## src/rtl/ptig_ram.sv

```systemverilog
// Generic single-port RAM with registered read
`default_nettype none
module ptig_ram #(
  parameter int unsigned Width = 8,
  parameter int unsigned Depth = 16
) (
  input  wire logic                     clk_i,
  input  wire logic                     we_i,
  input  wire logic [$clog2(Depth)-1:0] addr_i,
  input  wire logic [Width-1:0]         wdata_i,
  output logic      [Width-1:0]         rdata_o
);
  logic [Width-1:0] mem_q [Depth];

  always_ff @(posedge clk_i) begin
    if (we_i) begin
      mem_q[addr_i] <= wdata_i;
    end
    rdata_o <= mem_q[addr_i];
  end
endmodule
`default_nettype wire

```

## config.mk

```make
export PLATFORM = sky130hd
export DESIGN_NAME = ptig_ram
export DESIGN_NICKNAME = d
export VERILOG_FILES = /design/src/rtl/ptig_ram.sv
export SDC_FILE = /design/constraint.sdc
export NUM_CORES = 1
export LEC_CHECK = 0
export BUFFER_PORTS_ARGS = -buffer_cell sky130_fd_sc_hd__buf_2
export CORE_ASPECT_RATIO = 1.1
export CORE_MARGIN = 5
export CORE_UTILIZATION = 54
export CTS_BUF_LIST = sky130_fd_sc_hd__clkbuf_4
export DETAILED_ROUTE_END_ITERATION = 8
export PLACE_DENSITY_LB_ADDON = 0.08
export SETUP_SLACK_MARGIN = 0.02
export SLEW_MARGIN = 20
export SYNTH_ARGS = -nofsm -noshare
export SYNTH_HDL_FRONTEND = slang
export SYNTH_SLANG_ARGS = --single-unit
```

## constraint.sdc

```tcl
create_clock -name clk_i -period 2.8 [get_ports clk_i]
set_input_delay 0.42 -clock clk_i [delete_from_list [all_inputs] [get_ports clk_i]]
set_output_delay 0.42 -clock clk_i [all_outputs]
set_load 0.1 [all_outputs]
```

==> out/summary.txt, run 1 <==
Outcome - finished, final reports clean
Setup crit end kind - output pin
Syn nets - 244
Final hold vios - 0
Critical R2R Launch - mem_q[3][3]$_DFFE_PP_
Routed vias/inst - 5.72
Largest net degree at the start of global routing - 26
Clk pwr share - 36.2%
Yosys warnings - 0
Worst-Margin Slew - 0.859 ns
Seq/Total Area, Yosys - 79.0%
Clock Tree Buf Depth - 2
CTS tree - yes
Fin crit period - 1.68 ns
Syn avg cell area - 22.0 um^2
Switching share of power - 22.0%
Reg2Reg Depth - 3
Die area - 11,400 um^2
CP Data Required Time - 2.38 ns
Slowest cell on crit path - buf_2
H-tree depth - 4
Worst setup path endpoint - rdata_o[3]
Root buf cell - clkbuf_4
Flops & latches, synth - 136
CP startpoint kind - register
Setup TNS - 0 ns
CP max stage delay - 0.42 ns
Post-cts sizing count - 0
# Post-CTS Setup Buffers - 0
WP buf/inv - 1
Hold buffers post-CTS - 0
Clock skew - 0.0307 ns
Dominant cell type by area after synthesis - edfxtp_1
DRC Markers - 0
Power Internal - 3160 uW
Core area - 9260 um^2
P&R area growth vs syn - 12.9%
Number of routed nets with antenna violations - 0
Final setup viols - 0
Initial core utilization - 54.7%
Slew HR - 42.6%
Fillers - 673
N_diodes - 0
IR drop worst, VDD - 0.427 mV
Die width - 102 um
NumNets Final - 289
Overflow after GRT - 0
Critical path type - reg2out
Sequential power share - 56.3%
Top cells by area, synth - edfxtp_1 (76%), mux4_2 (14%), dfxtp_1 (3.2%), a22oi_1 (2.4%), nor2_1 (0.96%)
Commonest non-fill, non-tap cell in the layout - edfxtp_1
CP max FO - 1
Most frequent cells in the layout - edfxtp_1 (128), mux4_2 (32), buf_2 (21)
Clock Latency Late Sink - 0.51 ns
Maximum capacitance violations - 0
RSZ-0062 raised after global routing - false
Row count - 37
Critical Path AT - 1.26 ns
Period utilisation layout - 60.1%
GPL Wtd Cong - 0.724
Synth top area share - 75.9%
R2r endpoint - rdata_o[3]$_DFF_P_
Post-synthesis cell area - 5070 um^2
Port Buffer Count - 21
Setup crit start - rdata_o[3]$_DFF_P_
Psw - 890 uW
Delay-heaviest family, CP - buffers and inverters
Mapped Cells - 230
R2R setup slack - 1.49 ns
Via count - 2,316
Ports - 22
Layout cells sized above 1 - 34.7%
Hold_sp - wdata_i[1]
Die height - 112 um
First-pass GRT wire length - 14.1 mm
Iteration-0 DRC Markers - 173
Vias in the first global route - 2,415
DRT Pass-1 Iters - 5
Final slew viol count - 0
Pwr Density - 708 nW/um^2
Drt wl/cell - 22.2 um
Final HPWL DP - 5.91 mm
Clock sink total - 136
Netlist cell types - 18
Worst hold-check path type - in2reg
Clock-pin slew on the worst setup and hold paths - 0.13 ns
Initial antenna violation count - 0
Final WL - 9.00 mm
Max frequency - 0.594 GHz
CTS Buf Count - 17
Comb power frac - 7.4%
Levels on crit path - 1
Post-layout util - 61.8%
Pleak - 0.00188 uW
Critical-path cell list - buf_2
GRT Total Usage - 17.5%
==> layer usage <==
layer	part of all wire, %	up-vias	track usage [%]
li1	-	1051	-
met1	45	1201	24.4
met2	50	52	27.0
met3	3.6	12	5.26
met4	1.1	0	5.25
met5	0	-	0
==> synth_stat cells (all sizes together) <==
cell and n:
nand3 1, nand2 9, nand3b 2, edfxtp 128, or3b 1, dfxtp 8, and2 1, a22oi 16
nand2b 2, nor3 4, mux4 32, nor2 13, buf 8, nor2b 2, clkbuf 3
==> worst min-delay path by stage <==
| stage | end | slack [ns] | depth (start not counted) |
|---|---|---|---|
| global route | mem_q[8][1]$_DFFE_PP_ | 0.22 | 1 |
| CTS | mem_q[8][1]$_DFFE_PP_ | 0.24 | 1 |
| global placement | rdata_o[3]$_DFF_P_ | 0.64 | 3 |
| detailed placement | rdata_o[3]$_DFF_P_ | 0.65 | 3 |
| floorplan | mem_q[0][0]$_DFFE_PP_ | 0.52 | 0 |
| finish | mem_q[8][1]$_DFFE_PP_ | 0.29 | 1 |
==> state kept, by name, indices dropped and copies added, names as in the netlist <==
register / flops
rdata_o: 8
mem_q: 128
==> power groups by stage <==
| stage | clock [uW] | sequential [uW] | combinational (uW) |
|---|---|---|---|
| 6_report | 1470 | 2280 | 301 |
| 5_1_grt | 1610 | 2290 | 320 |
| 4_1_cts | 1510 | 2280 | 305 |
| 3_5_place_dp | 0 | 2330 | 304 |
| 3_3_place_gp | 0 | 2330 | 301 |
| 2_1_floorplan | 0 | 2430 | 117 |
==> cell type report <==
cell class / instances / area [um^2] / area share, %
multi-input combinational: 83 / 1000 / 17.5
sequential: 136 / 4000 / 70.0
tap: 117 / 146 / 2.56
timing repair buffer: 37 / 225 / 3.94
clock buffer: 18 / 135 / 2.36
clock inverter: 14 / 205 / 3.59
==> per-stage QoR <==
stage / hold slack, ns / cells / instance area, um^2 / power [uW] / worst slack, ns
finish: 0.286 / 405 / 5720 / 4050 / 1.12
global route: 0.223 / 405 / 5720 / 4210 / 1.01
CTS: 0.240 / 405 / 5720 / 4090 / 1.05
detailed placement: 0.654 / 373 / 5380 / 2630 / 0.810
global placement: 0.644 / 373 / 5380 / 2630 / 0.790
floorplan: 0.519 / 230 / 5070 / 2540 / 0.887
==> cells by family after synthesis <==
family | Yosys count | share of synthesized area (%)
AO/OA/AOI/OAI | 16 | 2.37
buffers and inverters | 11 | 1.19
multiplexers | 32 | 14.2
AND/OR/NAND/NOR | 35 | 3.21
flip-flops | 136 | 79.0
Power figures use the tool's default switching activity.
==> inputs of run 2 (changes only) <==
Clock period 2.8 ns to 1.37 ns, I/O delays scaled along.
==> run 2 against run 1 <==
Flip-flop and latch count unchanged. Combinational power rose to 2.8 times the previous value. Largest cell class unchanged. Power rose by 120%. Clock power rose by 140%. Critical endpoint is now rdata_o[0]$_DFF_P_. Highest routed layer unchanged. Register-to-register slack worse by 1.4 ns. Clock-buffer cell count down 1. Cell area up 13%. Die area unchanged. Global-route usage increased by 1.7 points. Critical path depth rose by 2. Routed wire length grew 6.4%. Utilization grew 8.0 points.
==> out/summary.txt, run 2 (synthesized netlist as in run 1, its figures left out) <==
Worst hold-check path type - in2reg
P&R area growth vs syn - 27.5%
DRT Pass-1 Iters - 4 (-1)
Outcome - finished, final reports clean
DP Cell Count - 403 (+8.0%)
Final hold vios - 0 (unchanged)
Max frequency - 0.780 GHz
Clock-pin slew on the worst setup and hold paths - 0.11 ns (-0.02 ns)
Slew HR - 38.4% (-4.1 points)
Row count - 37 (unchanged)
Die area - 11,400 um^2 (unchanged)
Critical path type - reg2reg
RSZ-0062 raised after global routing - true
Die width - 102 um (unchanged)
CP max FO - 1 (unchanged)
Hold EP - mem_q[6][4]$_DFFE_PP_
Via count - 2,445 (+5.6%)
Reg2Reg Depth - 3 (unchanged)
Vias in the first global route - 2,662 (+10%)
Pleak - 0.00216 uW (+15%)
Final slew viol count - 0 (unchanged)
CTS Buf Count - 17 (unchanged)
WHS - 0.0730 ns (-0.213 ns)
Root buf cell - clkbuf_4
R2R setup slack - 0.09 ns (-1.40 ns)
Commonest non-fill, non-tap cell in the layout - edfxtp_1
Clock sink total - 136 (unchanged)
Most frequent cells in the layout - edfxtp_1 (128), buf_4 (33), mux4_2 (32)
Maximum capacitance violations - 0 (unchanged)
Core area - 9260 um^2 (unchanged)
Clock Latency Late Sink - 0.51 ns (about the same)
IR drop worst, VDD - 0.932 mV (+120%)
Largest net degree at the start of global routing - 17 (-35%)
GPL Wtd Cong - 0.770 (+6.3%)
Iteration-0 DRC Markers - 133 (-23%)
Critical Path AT - 1.69 ns (+0.43 ns)
Ports - 22 (unchanged)
Final setup viols - 0 (unchanged)
Worst-Margin Slew - 0.922 ns (+0.0632 ns)
Fin crit period - 1.28 ns
CTS tree - yes
N_diodes - 0 (unchanged)
Setup crit end kind - register
Hold path depth - 1 (unchanged)
GRT Total Usage - 19.2% (+1.7 points)
Die height - 112 um (unchanged)
H-tree depth - 4 (unchanged)
Pwr Density - 1400 nW/um^2 (+98%)
Initial core utilization - 54.7% (unchanged)
Flip-flop count of the largest register after layout - 128 (unchanged)
Number of routed nets with antenna violations - 0 (unchanged)
R2r endpoint - rdata_o[0]$_DFF_P_
Final Power - 9050 uW (+120%)
Setup crit start - mem_q[3][0]$_DFFE_PP_
Hold_sp - wdata_i[4]
CP startpoint kind - register
DRC Markers - 0 (unchanged)
Post-layout util - 69.8% (+8.0 points)
Reg with most FFs - mem_q
Drt wl/cell - 22.0 um (-0.93%)
Largest registers - mem_q x128, rdata_o x8
Routed vias/inst - 5.62 (-1.7%)
NumNets Final - 319 (+10%)
Final WL - 9.58 mm (+6.4%)
Clock Tree Buf Depth - 2 (unchanged)
Period utilisation layout - 93.5%
Overflow after GRT - 0 (unchanged)
First-pass GRT wire length - 15.5 mm (+9.5%)
CP Data Required Time - 1.78 ns (-0.60 ns)
Clock skew - 0.0117 ns (-0.0189 ns)
Layout cells sized above 1 - 50.9% (+16 points)
Critical R2R Launch - mem_q[3][0]$_DFFE_PP_
Initial antenna violation count - 0 (unchanged)
Finished Layout Cells - 435 (+7.4%)
Final HPWL DP - 6.68 mm (+13%)
Port Buffer Count - 21 (unchanged)
## run 2: cell count changes in the layout (fill, tap and decap cells not counted), sizes merged
cell	delta
buf	+30
clkbuf	-1
clkinvlp	-1
bufinv	+3
clkinv	-1
## run 2: report_power, final
part           switching [uW]  total (uW)  internal (uW)
Combinational             486         834            348
Sequential               45.4        4700           4650
Clock                    1350        3520           2160
## run 2: layout make-up
type	count	area (um^2)
Clock inverter	15	278
Sequential cell	136	4010
Clock buffer	17	128
Fill cell	585	2800
Timing Repair Buffer	67	733
Multi-Input combinational cell	83	1160
Tap cell	117	146
## run 2: routing by layer
metal | share of wire [%] | GRT usage, % | wire [um]
met3 | 4.7 | 6.02 | 453
met5 | 0 | 0 | 0
met2 | 52 | 30.0 | 4980
met1 | 43 | 26.3 | 4090
met4 | 0.62 | 5.69 | 59
## run 2: critical path, cell delays in order, from the launching register on
cell	delay, ns
edfxtp_1	0.40
mux4_2	0.50
a22oi_2	0.23
nand2_1	0.07
## run 2: worst max-delay path by stage
stage                            end  depth (start not counted)  slack, ns
6_report          rdata_o[0]$_DFF_P_                          3       0.09
4_1_cts                   rdata_o[0]                          1       0.02
5_1_grt                   rdata_o[1]                          1       0.02
3_3_place_gp      rdata_o[1]$_DFF_P_                          6      -0.25
2_1_floorplan  mem_q[8][0]$_DFFE_PP_                          3       0.01
3_5_place_dp      rdata_o[1]$_DFF_P_                          6      -0.27
## run 2: timing repair
action	CTS	global route
hold buffers	0	0
pin swaps	0	0
buffers inserted	0	0
endpoints found under the setup margin	8	12
gates resized for setup	28	18
## run 2: per-stage QoR
step | area [um^2] | setup TNS [ns] | setup slack (ns)
finish | 6460 | 0 | 0.0886
global route | 6460 | 0 | 0.0152
CTS | 6390 | 0 | 0.0214
detailed placement | 5890 | -11.93 | -0.272
global placement | 5890 | -10.54 | -0.250
floorplan | 5200 | 0 | 0.0123
